**config.mk**
```make
export PLATFORM = sky130hd
export DESIGN_NAME = cobs_frame_encoder_core_flat
export DESIGN_NICKNAME = d
export VERILOG_FILES = /design/src/rtl/core/cobs_enc_pkg.sv /design/src/rtl/core/cobs_enc_in_if.sv /design/src/rtl/core/cobs_enc_out_if.sv /design/src/rtl/core/cobs_enc_dpath.sv /design/src/rtl/core/cobs_enc_ctrl.sv /design/src/rtl/core/cobs_frame_encoder_core.sv /design/src/flat_wrapper.sv
export SDC_FILE = /design/constraint.sdc
export NUM_CORES = 1
export LEC_CHECK = 0
export BUFFER_PORTS_ARGS = -buffer_cell sky130_fd_sc_hd__buf_2
export CAP_MARGIN = 20
export CORE_ASPECT_RATIO = 1.5
export CORE_UTILIZATION = 55
export DETAILED_ROUTE_END_ITERATION = 16
export MAX_ROUTING_LAYER = met4
export PLACE_DENSITY = 0.79
export RECOVER_POWER = 100
export SLEW_MARGIN = 40
export SYNTH_ARGS = -nofsm -noshare
export SYNTH_HDL_FRONTEND = slang
export SYNTH_SLANG_ARGS = --single-unit
```
**constraint.sdc**
```tcl
create_clock -name clk -period 5.97 [get_ports clk]
set_clock_uncertainty 0.05 [all_clocks]
set_input_delay 1.194 -clock clk [delete_from_list [all_inputs] [get_ports clk]]
set_output_delay 1.194 -clock clk [all_outputs]
set_load 0.01 [all_outputs]
```
**src/rtl/core/cobs_enc_pkg.sv**
```systemverilog
// Package for the COBS frame encoder core: sizes, constants, the output source
// code and the command and status structs between controller and datapath.
// No dependencies.
`default_nettype none

package cobs_enc_pkg;

  localparam int BYTE_W    = 8;
  localparam int BUF_DEPTH = 62;
  localparam int CNT_W     = 6;
  localparam int MAX_MSG   = 62;

  localparam logic [BYTE_W-1:0] DELIM_BYTE = 8'h00;

  typedef enum logic [1:0] {
    SRC_CODE,
    SRC_DATA,
    SRC_DELIM
  } src_t;

  typedef struct packed {
    logic take;
    logic emit;
    src_t src;
    logic run_last;
    logic rd_first;
    logic rd_next;
    logic clr_group;
    logic clr_msg;
  } cmd_t;

  typedef struct packed {
    logic slot_free;
    logic grp_empty;
    logic rd_at_end;
    logic zero_flush;
  } sts_t;

endpackage

`default_nettype wire

```
**src/rtl/core/cobs_enc_in_if.sv**
```systemverilog
// Input channel of the COBS frame encoder: valid, ready and one message byte with its is_final flag.
// Depends on cobs_enc_pkg for the byte width.
`default_nettype none

interface cobs_enc_in_if;
  logic                            valid;
  logic                            ready;
  logic [cobs_enc_pkg::BYTE_W-1:0] data_byte;
  logic                            is_final;

  modport source (output valid, output data_byte, output is_final, input ready);
  modport sink   (input valid, input data_byte, input is_final, output ready);
endinterface

`default_nettype wire

```
**src/rtl/core/cobs_enc_out_if.sv**
```systemverilog
// Result channel of the COBS frame encoder: valid, ready and one encoded byte
// with its run_last and overflow flags. Depends on cobs_enc_pkg.
`default_nettype none

interface cobs_enc_out_if;
  logic                            valid;
  logic                            ready;
  logic [cobs_enc_pkg::BYTE_W-1:0] out_byte;
  logic                            run_last;
  logic                            overflow;

  modport source (output valid, output out_byte, output run_last, output overflow,
                  input ready);
  modport sink   (input valid, input out_byte, input run_last, input overflow,
                  output ready);
endinterface

`default_nettype wire

```
**src/rtl/core/cobs_enc_dpath.sv**
```systemverilog
// Datapath of the COBS frame encoder: group buffer memory, group and message
// counters, overflow flag and output register. Driven by cobs_enc_ctrl.
// Depends on cobs_enc_pkg.
`default_nettype none

module cobs_enc_dpath #(
  parameter int MAX_MSG = cobs_enc_pkg::MAX_MSG
) (
  input  wire                             clk,
  input  wire                             rst_n,
  input  wire cobs_enc_pkg::cmd_t         cmd,
  output cobs_enc_pkg::sts_t              sts,
  input  wire [cobs_enc_pkg::BYTE_W-1:0]  in_data,
  output logic                            out_valid,
  input  wire                             out_ready,
  output logic [cobs_enc_pkg::BYTE_W-1:0] out_byte,
  output logic                            out_run_last,
  output logic                            out_overflow
);

  localparam int IDX_W = $clog2(cobs_enc_pkg::BUF_DEPTH);

  logic [cobs_enc_pkg::BYTE_W-1:0] mem [cobs_enc_pkg::BUF_DEPTH];
  logic [cobs_enc_pkg::BYTE_W-1:0] rd_data_r;

  logic [cobs_enc_pkg::CNT_W-1:0] gc_r;
  logic [cobs_enc_pkg::CNT_W-1:0] mc_r;
  logic                           ovf_r;
  logic [IDX_W-1:0]               rd_idx_r;

  logic                           out_valid_r;
  logic [cobs_enc_pkg::BYTE_W-1:0] out_byte_r;
  logic                           out_last_r;
  logic                           out_ovf_r;

  logic                           drop;
  logic                           data_nz;
  logic                           wr_en;
  logic                           grp_full;
  logic                           rd_en;
  logic [IDX_W-1:0]               rd_addr;
  logic [cobs_enc_pkg::BYTE_W-1:0] emit_byte;

  assign drop     = mc_r >= cobs_enc_pkg::CNT_W'(MAX_MSG);
  assign data_nz  = in_data != '0;
  assign grp_full = gc_r >= cobs_enc_pkg::CNT_W'(cobs_enc_pkg::BUF_DEPTH);
  assign wr_en    = cmd.take && !drop && data_nz && !grp_full;
  assign rd_en    = cmd.rd_first || cmd.rd_next;
  assign rd_addr  = cmd.rd_first ? '0 : rd_idx_r + IDX_W'(1);

  assign sts.slot_free  = !out_valid_r || out_ready;
  assign sts.grp_empty  = gc_r == '0;
  assign sts.rd_at_end  = IDX_W'(gc_r) == rd_idx_r + IDX_W'(1);
  assign sts.zero_flush = !drop && !data_nz;

  always_comb begin
    unique case (cmd.src)
      cobs_enc_pkg::SRC_CODE:  emit_byte = {{(cobs_enc_pkg::BYTE_W-cobs_enc_pkg::CNT_W){1'b0}},
                                            gc_r} + cobs_enc_pkg::BYTE_W'(1);
      cobs_enc_pkg::SRC_DATA:  emit_byte = rd_data_r;
      cobs_enc_pkg::SRC_DELIM: emit_byte = cobs_enc_pkg::DELIM_BYTE;
      default:                 emit_byte = cobs_enc_pkg::DELIM_BYTE;
    endcase
  end

  always_ff @(posedge clk) begin
    if (wr_en) begin
      mem[IDX_W'(gc_r)] <= in_data;
    end
  end

  always_ff @(posedge clk) begin
    if (rd_en) begin
      rd_data_r <= mem[rd_addr];
    end
  end

  always_ff @(posedge clk) begin
    if (!rst_n) begin
      gc_r     <= '0;
      mc_r     <= '0;
      ovf_r    <= 1'b0;
      rd_idx_r <= '0;
    end else begin
      if (cmd.take) begin
        if (drop) begin
          ovf_r <= 1'b1;
        end else begin
          mc_r <= mc_r + cobs_enc_pkg::CNT_W'(1);
          if (data_nz) begin
            if (grp_full) begin
              ovf_r <= 1'b1;
            end else begin
              gc_r <= gc_r + cobs_enc_pkg::CNT_W'(1);
            end
          end
        end
      end
      if (rd_en) begin
        rd_idx_r <= rd_addr;
      end
      if (cmd.clr_group) begin
        gc_r <= '0;
      end
      if (cmd.clr_msg) begin
        mc_r  <= '0;
        ovf_r <= 1'b0;
      end
    end
  end

  always_ff @(posedge clk) begin
    if (!rst_n) begin
      out_valid_r <= 1'b0;
    end else if (cmd.emit) begin
      out_valid_r <= 1'b1;
    end else if (out_ready) begin
      out_valid_r <= 1'b0;
    end
  end

  always_ff @(posedge clk) begin
    if (cmd.emit) begin
      out_byte_r <= emit_byte;
      out_last_r <= cmd.run_last;
      out_ovf_r  <= ovf_r;
    end
  end

  assign out_valid    = out_valid_r;
  assign out_byte     = out_byte_r;
  assign out_run_last = out_last_r;
  assign out_overflow = out_ovf_r;

endmodule

`default_nettype wire

```
**src/rtl/core/cobs_enc_ctrl.sv**
```systemverilog
// Controller of the COBS frame encoder: sequences code, data and delimiter
// bytes for each item that closes a group. Commands cobs_enc_dpath. Depends on cobs_enc_pkg.
`default_nettype none

module cobs_enc_ctrl (
  input  wire                     clk,
  input  wire                     rst_n,
  input  wire                     in_valid,
  output logic                    in_ready,
  input  wire                     in_is_final,
  input  wire cobs_enc_pkg::sts_t sts,
  output cobs_enc_pkg::cmd_t      cmd
);

  typedef enum logic [1:0] {
    ST_IDLE,
    ST_CODE,
    ST_DATA,
    ST_DELIM
  } state_t;

  state_t state_r;
  state_t state_nxt;
  logic   final_r;
  logic   two_r;
  logic   two_nxt;
  state_t after_grp;

  assign in_ready = state_r == ST_IDLE;

  always_comb begin
    if (final_r) begin
      after_grp = two_r ? ST_CODE : ST_DELIM;
    end else begin
      after_grp = ST_IDLE;
    end
  end

  always_comb begin
    cmd       = '0;
    cmd.src   = cobs_enc_pkg::SRC_CODE;
    state_nxt = state_r;
    two_nxt   = two_r;
    unique case (state_r)
      ST_IDLE: begin
        cmd.take = in_valid;
        if (in_valid && (in_is_final || sts.zero_flush)) begin
          state_nxt = ST_CODE;
        end
      end
      ST_CODE: begin
        if (sts.slot_free) begin
          cmd.emit     = 1'b1;
          cmd.src      = cobs_enc_pkg::SRC_CODE;
          cmd.run_last = sts.grp_empty && !final_r;
          if (sts.grp_empty) begin
            cmd.clr_group = 1'b1;
            state_nxt     = after_grp;
            two_nxt       = 1'b0;
          end else begin
            cmd.rd_first = 1'b1;
            state_nxt    = ST_DATA;
          end
        end
      end
      ST_DATA: begin
        if (sts.slot_free) begin
          cmd.emit     = 1'b1;
          cmd.src      = cobs_enc_pkg::SRC_DATA;
          cmd.run_last = sts.rd_at_end && !final_r;
          if (sts.rd_at_end) begin
            cmd.clr_group = 1'b1;
            state_nxt     = after_grp;
            two_nxt       = 1'b0;
          end else begin
            cmd.rd_next = 1'b1;
          end
        end
      end
      ST_DELIM: begin
        if (sts.slot_free) begin
          cmd.emit      = 1'b1;
          cmd.src       = cobs_enc_pkg::SRC_DELIM;
          cmd.run_last  = 1'b1;
          cmd.clr_group = 1'b1;
          cmd.clr_msg   = 1'b1;
          state_nxt     = ST_IDLE;
        end
      end
      default: begin
        state_nxt = ST_IDLE;
      end
    endcase
  end

  always_ff @(posedge clk) begin
    if (!rst_n) begin
      state_r <= ST_IDLE;
      final_r <= 1'b0;
      two_r   <= 1'b0;
    end else begin
      state_r <= state_nxt;
      if (cmd.take) begin
        final_r <= in_is_final;
        two_r   <= in_is_final && sts.zero_flush;
      end else begin
        two_r <= two_nxt;
      end
    end
  end

endmodule

`default_nettype wire

```
**src/rtl/core/cobs_frame_encoder_core.sv**
```systemverilog
// COBS frame encoder core. Takes message bytes on in_if, with is_final on the
// last byte, and gives the stuffed frame on out_if: a code byte of group length
// plus one before each group of non-zero bytes, then a 0x00 delimiter at the end
// of each message. Messages longer than MAX_MSG bytes (62 by default) lose the
// excess bytes and show overflow. An item is taken while the controller is
// idle; an item that closes a group then holds the input while the code byte
// and the group's bytes go out, then the delimiter at the end of a message,
// with the code byte of an empty group before it after a final zero byte.
// Results go out at one a cycle through the single read port of the group
// buffer and the output register, while out_if does not stall. Other items
// do not hold the input. Depends on cobs_enc_pkg, the two channel interfaces,
// cobs_enc_ctrl and cobs_enc_dpath.
`default_nettype none

module cobs_frame_encoder_core #(
  parameter int MAX_MSG = cobs_enc_pkg::MAX_MSG
) (
  input  wire            clk,
  input  wire            rst_n,
  cobs_enc_in_if.sink    in_if,
  cobs_enc_out_if.source out_if
);

  cobs_enc_pkg::cmd_t cmd;
  cobs_enc_pkg::sts_t sts;

  cobs_enc_ctrl u_ctrl (
    .clk         (clk),
    .rst_n       (rst_n),
    .in_valid    (in_if.valid),
    .in_ready    (in_if.ready),
    .in_is_final (in_if.is_final),
    .sts         (sts),
    .cmd         (cmd)
  );

  cobs_enc_dpath #(
    .MAX_MSG (MAX_MSG)
  ) u_dpath (
    .clk          (clk),
    .rst_n        (rst_n),
    .cmd          (cmd),
    .sts          (sts),
    .in_data      (in_if.data_byte),
    .out_valid    (out_if.valid),
    .out_ready    (out_if.ready),
    .out_byte     (out_if.out_byte),
    .out_run_last (out_if.run_last),
    .out_overflow (out_if.overflow)
  );

endmodule

`default_nettype wire

```
**src/flat_wrapper.sv**
```systemverilog
// flat-port wrapper written by rule: the top's interface ports become plain ports
module cobs_frame_encoder_core_flat 
#(
  parameter int MAX_MSG = cobs_enc_pkg::MAX_MSG
)
  (clk, rst_n, in_if_valid, in_if_data_byte, in_if_is_final, in_if_ready, out_if_valid, out_if_out_byte, out_if_run_last, out_if_overflow, out_if_ready);
  cobs_enc_in_if in_if_i ();
  cobs_enc_out_if out_if_i ();
  input  wire clk;
  input  wire rst_n;
  input wire logic [$bits(in_if_i.valid)-1:0] in_if_valid;
  input wire logic [$bits(in_if_i.data_byte)-1:0] in_if_data_byte;
  input wire logic [$bits(in_if_i.is_final)-1:0] in_if_is_final;
  output wire logic [$bits(in_if_i.ready)-1:0] in_if_ready;
  output wire logic [$bits(out_if_i.valid)-1:0] out_if_valid;
  output wire logic [$bits(out_if_i.out_byte)-1:0] out_if_out_byte;
  output wire logic [$bits(out_if_i.run_last)-1:0] out_if_run_last;
  output wire logic [$bits(out_if_i.overflow)-1:0] out_if_overflow;
  input wire logic [$bits(out_if_i.ready)-1:0] out_if_ready;
  assign in_if_i.valid = in_if_valid;
  assign in_if_i.data_byte = in_if_data_byte;
  assign in_if_i.is_final = in_if_is_final;
  assign in_if_ready = in_if_i.ready;
  assign out_if_valid = out_if_i.valid;
  assign out_if_out_byte = out_if_i.out_byte;
  assign out_if_run_last = out_if_i.run_last;
  assign out_if_overflow = out_if_i.overflow;
  assign out_if_i.ready = out_if_ready;
  cobs_frame_encoder_core #(.MAX_MSG(MAX_MSG)) u_core (.clk(clk), .rst_n(rst_n), .in_if(in_if_i), .out_if(out_if_i));
endmodule
```
## After elaboration in Yosys (flattened, before gate mapping)

Memories as Yosys holds them, arrays and structs flattened. A register that Yosys moved wholly into a read port is not among the register bits.
Index checks and enable logic that the tools add are counted.
W data, S select, Z words.

| operators by class | value |
|---|---|
| $add $sub $neg | 4 |
| multipliers | 0 |
| divide/modulo/power cells | 0 |
| $lt $le $gt $ge | 2 |
| equality and inequality tests | 14 |
| shifts and indexed selects | 0 |
| mux-type cells | 40 |
| bitwise operators | 3 |
| reductions and logical operators | 31 |

Operators by type and width:

| cell | number |
|---|---|
| $mux W1 | 21 |
| $mux W2 | 10 |
| $add A6 B1 Y6 const B | 3 |
| $pmux W8 S2 | 1 |
| $ge A6 B6 Y1 const B | 2 |
| $pmux W4 S3 | 1 |
| $reduce_and A5 Y1 | 2 |
| $logic_and A1 B1 Y1 | 8 |
| $mux W4 | 2 |
| $ne A2 B1 Y1 const B | 4 |
| $pmux W2 S4 | 1 |
| $reduce_bool A8 Y1 | 1 |
| $add A6 B1 Y7 const B | 1 |
| $eq A6 B6 Y1 | 1 |
| $logic_not A6 Y1 | 1 |
| $mux W6 | 1 |
| $ne A3 B2 Y1 const B | 2 |
| $ne A3 B3 Y1 const B | 2 |
| $reduce_bool A2 Y1 | 3 |
| $logic_not A1 Y1 | 5 |
| $mux W5 | 1 |
| $eq A2 B1 Y1 const B | 2 |
| $eq A2 B2 Y1 const B | 2 |
| $logic_not A2 Y1 | 2 |
| 10 further kinds | 15 |

| word-level totals | value |
|---|---|
| register bits after elaboration | 34 |
| bits in latches | 0 |
| memory bits (writable) | 496 |
| ROM bits | 0 |
| bits of input ports | 13 |
| output and inout bits | 12 |
| logic and storage cells | 106 |
| memories | 1 |

Memory list:

| memory | words | bits a word | read ports | clocked after memory_dff | wr ports | RTL line | source |
|---|---|---|---|---|---|---|---|
| u_core.u_dpath.mem | 62 | 8 | 1 | 1 | 1 | cobs_enc_dpath.sv:23 | `logic [cobs_enc_pkg::BYTE_W-1:0] mem [cobs_enc_pkg::BUF_DEPTH];` |

## Depth between registers and ports, before layout

| logic depth | value |
|---|---|
| depth after elaboration | 7 |
| mapped depth | 12 |
| gate-level depth less buffers | 9 |

## Modules after synthesis

A second synthesis with hierarchy kept.

| unflattened totals | value |
|---|---|
| cells, all modules | 1,516 |
| area, all modules | 22,261.4 µm² |

By module, submodules not included:

| module | times used | cells an instance | area each (µm²) | seq. area each (µm²) |
|---|---|---|---|---|
| cobs_enc_dpath | 1 | 1,475 | 21,946.0 | 15,835.2 |
| cobs_enc_ctrl | 1 | 41 | 315.3 | 80.1 |

## Worst setup path after synthesis

No wires, ideal clock.

| path | value |
|---|---|
| path kind | in2reg |
| from | input port in_if_valid |
| to | memory u_core.u_dpath.mem[30][0] (netlist bit), enable pin |
| library setup time | 0.395 ns |
| arrival time | 2.834 ns |
| path slack | 2.692 ns |
| stages | 5 |
| path buffers | 1 |
| cell sequence | nand2_1 -> nor2_2 -> nand3b_1 -> clkbuf_1 -> nor4_1 |

| between the ends | value |
|---|---|
| longest elaborated chain between the ends | 6 |

Ends and longest elaborated chain:

| item | RTL line | source |
|---|---|---|
| start, declared | flat_wrapper.sv:11 | `input wire logic [$bits(in_if_i.valid)-1:0] in_if_valid;` |
| $mux W1 | cobs_enc_ctrl.sv:44 | `unique case (state_r)` |
| $logic_and A1 B1 Y1 (3 in series) | cobs_enc_dpath.sv:47 | `assign wr_en = cmd.take && !drop && data_nz && !grp_full;` |
| $mux W1 | cobs_enc_dpath.sv:67 | `if (wr_en) begin` |
| $mux W1 (implied by the code) | cobs_enc_dpath.sv:68 | `mem[IDX_W'(gc_r)] <= in_data;` |
| end, declared | cobs_enc_dpath.sv:23 |  |

Every way passes these cells.

## Worst setup path after layout

| path | value |
|---|---|
| from | register u_core.u_dpath.rd_idx_r[0] |
| to | register u_core.u_dpath.rd_data_r[5] (netlist bit), read port of u_core.u_dpath.mem, data pin |

| between the ends | value |
|---|---|
| longest elaborated chain between the ends | 6 |
| elaborated cells on any way between the ends | 7 |
| those cells by class | 1 x add/sub; 1 x eq/ne; 4 x mux; 1 x reduce/logical |

Ends and longest elaborated chain:

| item | RTL line | source |
|---|---|---|
| start, declared | cobs_enc_dpath.sv:29 | `logic [IDX_W-1:0] rd_idx_r;` |
| start signal, assigned | cobs_enc_dpath.sv:100 | `rd_idx_r <= rd_addr;` |
| $add A6 B1 Y6 * | cobs_enc_dpath.sv:49, cobs_enc_dpath.sv:53 |  |
| $eq A6 B6 Y1 | cobs_enc_dpath.sv:53 | `assign sts.rd_at_end = IDX_W'(gc_r) == rd_idx_r + IDX_W'(1);` |
| $mux W1 | cobs_enc_ctrl.sv:71 | `if (sts.rd_at_end) begin` |
| $mux W2 | cobs_enc_ctrl.sv:67 | `if (sts.slot_free) begin` |
| $mux W1 | cobs_enc_ctrl.sv:44 |  |
| $logic_or A1 B1 Y1 | cobs_enc_dpath.sv:48 | `assign rd_en = cmd.rd_first \|\| cmd.rd_next;` |
| end, declared | cobs_enc_dpath.sv:24 | `logic [cobs_enc_pkg::BYTE_W-1:0] rd_data_r;` |

Every way passes the cells marked *; elsewhere a longest branch is shown, timed or not.
A chain may end at the register's enable or synchronous reset.

==> flow_summary.toml <==
[yosys]
synth_top_area_frac = 0.705
synth_area_leaders = "edfxtp_1, mux4_2, mux2i_1, dfxtp_1, nor2_1"
yosysMostFrequentCell = "edfxtp_1"
ys_ff_latch = 538
synth_fp_nets = 1428
synthCells = 1409
synth_async_sr_flop_share = 0
synth_common_cells = "edfxtp_1, nor2_1, nand2_1, mux2i_1, a21oi_1"
syn_avg_cell_area_sq_um = 15.5
yosys.area.top_type = "edfxtp_1"
synth_flop_cell = "edfxtp_1"
synth_edf_count = 514
synth_cell_types = 64
yosys_warnings = 0
yosysSeqAreaShare = 0.727
synthesis.area_sq_um = 21900

[clock_tree]
cts_buffers = 45
clock_sinks = 538
postCtsHoldBufs = 0
path_clk_slew_ps = 70
cts-root-buf = "clkbuf_16"
cts_tree = "built"
clk_path_buf_depth = 3
cts_resized = 0
cts-htree-levels = 2
insertion_delay_ps = 570
postCtsSetupRepairBufs = 0

[grt]
grt_usage = 0.291
grt.busiest_layer = "met2"
grt_use_met2 = 0.475
grt_overflow = 0
use_met3 = 0.0436
use_met1 = 0.347
grt_antenna_before_repair = 1
grt_pass1_wl_um = 82300
grt_pass1_vias = 12900
grt_max_degree = 97

[floorplanning]
pin_count = 25
rows = 89
die_h_um = 246
die_area_sq_um = 40600
die_x_um = 165
start_util = 0.557
core_sq_um = 39300

[power_and_ir_drop]
cellPowerDensity_nw_per_um2 = 373
power_uw = 8980
leakage_uw = 0.00729
peakVddDrop_v = 0.000365

[worst_setup_path]
r2r_end = "u_core.u_dpath.rd_data_r[5]"
slowest_delay_ps = 1580
crit_type = "flop to flop"
rrSetupSlack_ps = 1180
path_max_fanout = 31
ff2ff_path_depth = 8
path_cells = "ha_4 > xor2_4 > buf_4 > mux4_2 > mux2i_1 > o221ai_1 > o31ai_1 > o22ai_1"
crit_slowest_cell = "dfxtp_1"
start_kind = "flop"
end_kind = "flop"
arrival_ps = 5020
cp.required_ps = 6210
r2r-start = "u_core.u_dpath.rd_idx_r[0]"

[finish]
fin_area_sq_um = 24100
postLayoutCoreUtil = 0.612
drive_gt1_frac = 0.128
final_nets = 1448
syn_to_final_growth_pct = 9.92
fillCellCount = 2775
finalNonFillerCells = 1967

[timing]
hold_viol = 0
worst_slew_pin_slew_ps = 3280
setup_tns_ps = 0
period_share = 0.802
fmax_mhz = 209
slew_headroom = -1.19
min_period_ps = 4790
slew_viol_final = 546
setup_viol = 0
grt_setup_unrepaired = "no"

[worst_hold_path]
min_to = "u_core.u_dpath.mc_r[5]"
min_from = "u_core.u_dpath.mc_r[5]"
worstHoldPathType = "flop to flop"
hold_depth = 2

[place]
io_buffers = 24
place_hpwl_um = 35700
place_congestion = 0.954
place_area_sq_um = 22600
dp.cells = 1882

[detailed_routing]
drt-wirelength-per-cell_um = 28.4
drt-initial-drc-count = 1650
vias = 13100
drc = 0
first_pass_iters = 9
routed_wl_um = 55900
vias_per_cell = 6.67
ant_nets = 0

[status]
violations = "capacitance limit, slew limit"
status = "finished with violations"

[run]
max-cap-violations = 11
-- through the flow --
step	worst slack, ps	hold slack, ps
after floorplan	2690	359
after global placement	1590	412
after detailed placement	1770	423
after CTS	2010	439
after global routing	1030	454
final	1180	432
-- routing by layer --
| metal | vias up | routed length, um |
|---|---|---|
| li1 | 5588 | - |
| met1 | 6522 | 19400 |
| met2 | 821 | 28000 |
| met3 | 186 | 5030 |
| met4 | 0 | 3550 |
| met5 | - | 0 |
-- worst max-delay path, delay by kind of cell, from the launching register on --
family          cells  cell delay (ps)
xor+xnor            1              600
flops               1             1580
buf+inv             1              350
mux                 2              560
compound gates      3              980
fa+ha+maj           1              350
-- cells in the final DEF (no fill, tap or decap), types with 13 or more instances in the layout --
master       n
edfxtp_1   514
nor2_1     121
nand2_1     75
mux2i_1     74
a21oi_1     67
o21ai_0     59
clkbuf_16   45
a211oi_1    39
mux4_2      36
clkbuf_1    36
mux2_2      33
o22ai_1     32
nand3_1     29
dfxtp_1     24
a31oi_1     23
nor3_1      21
buf_4       18
xnor2_1     14
a22oi_1     13
-- where the power goes --
group	internal, uW	switching [uW]	total [uW]	leakage (uW)
Sequential	4270	89.8	4360	0.00482
Combinational	474	1050	1530	0.00171
Clock	1740	1350	3090	0.000758
-- state kept, by name, indices dropped and copies added, names as in the netlist --
register,count
u_core.u_ctrl.final_r,1
u_core.u_ctrl.state_r,2
u_core.u_ctrl.two_r,1
u_core.u_dpath.gc_r,6
u_core.u_dpath.mc_r,6
u_core.u_dpath.mem,496
u_core.u_dpath.out_byte,8
u_core.u_dpath.out_overflow,1
u_core.u_dpath.out_run_last,1
u_core.u_dpath.out_valid,1
u_core.u_dpath.ovf_r,1
u_core.u_dpath.rd_data_r,8
u_core.u_dpath.rd_idx_r,6
-- cells by family (layout without fill, tap and decap cells) --
| kind of cell | after synthesis | in the layout | share of synthesized area |
|---|---|---|---|
| flip-flops | 538 | 538 | 0.727 |
| AO/OA/AOI/OAI | 302 | 302 | 0.0884 |
| AND/OR/NAND/NOR | 298 | 298 | 0.0613 |
| multiplexers | 143 | 143 | 0.0878 |
| buffers and inverters | 97 | 154 | 0.0214 |
| XOR/XNOR | 25 | 25 | 0.0110 |
| adder cells (fa/ha/maj) | 6 | 6 | 0.00343 |
| other | 0 | 1 | 0 |
-- how the worst max path moves through the flow --
| stage | startpoint | endpoint | slack, ps | depth (start not counted) |
|---|---|---|---|---|
| after floorplan | in_if_valid | u_core.u_dpath.mem[30][0] | 2690 | 5 |
| after global placement | out_if_ready | u_core.u_dpath.rd_data_r[2] | 1590 | 8 |
| after detailed placement | out_if_ready | u_core.u_dpath.rd_data_r[3] | 1770 | 8 |
| after CTS | u_core.u_dpath.gc_r[0] | u_core.u_dpath.rd_data_r[5] | 2010 | 9 |
| after global routing | u_core.u_dpath.rd_idx_r[0] | u_core.u_dpath.rd_data_r[5] | 1030 | 8 |
| final | u_core.u_dpath.rd_idx_r[0] | u_core.u_dpath.rd_data_r[5] | 1180 | 8 |
-- layout make-up --
cell class	instances	area [sq um]	share of cell area
well taps	500	626	0.0260
diodes	1	2.50	0.000104
flip-flops and latches	538	15900	0.661
clock buffers	48	1140	0.0472
multi-input cells	774	5600	0.232
repair buffers	60	358	0.0149
clock inverters	36	403	0.0167
inverters	10	37.5	0.00156
Power figures use the tool's default switching activity.
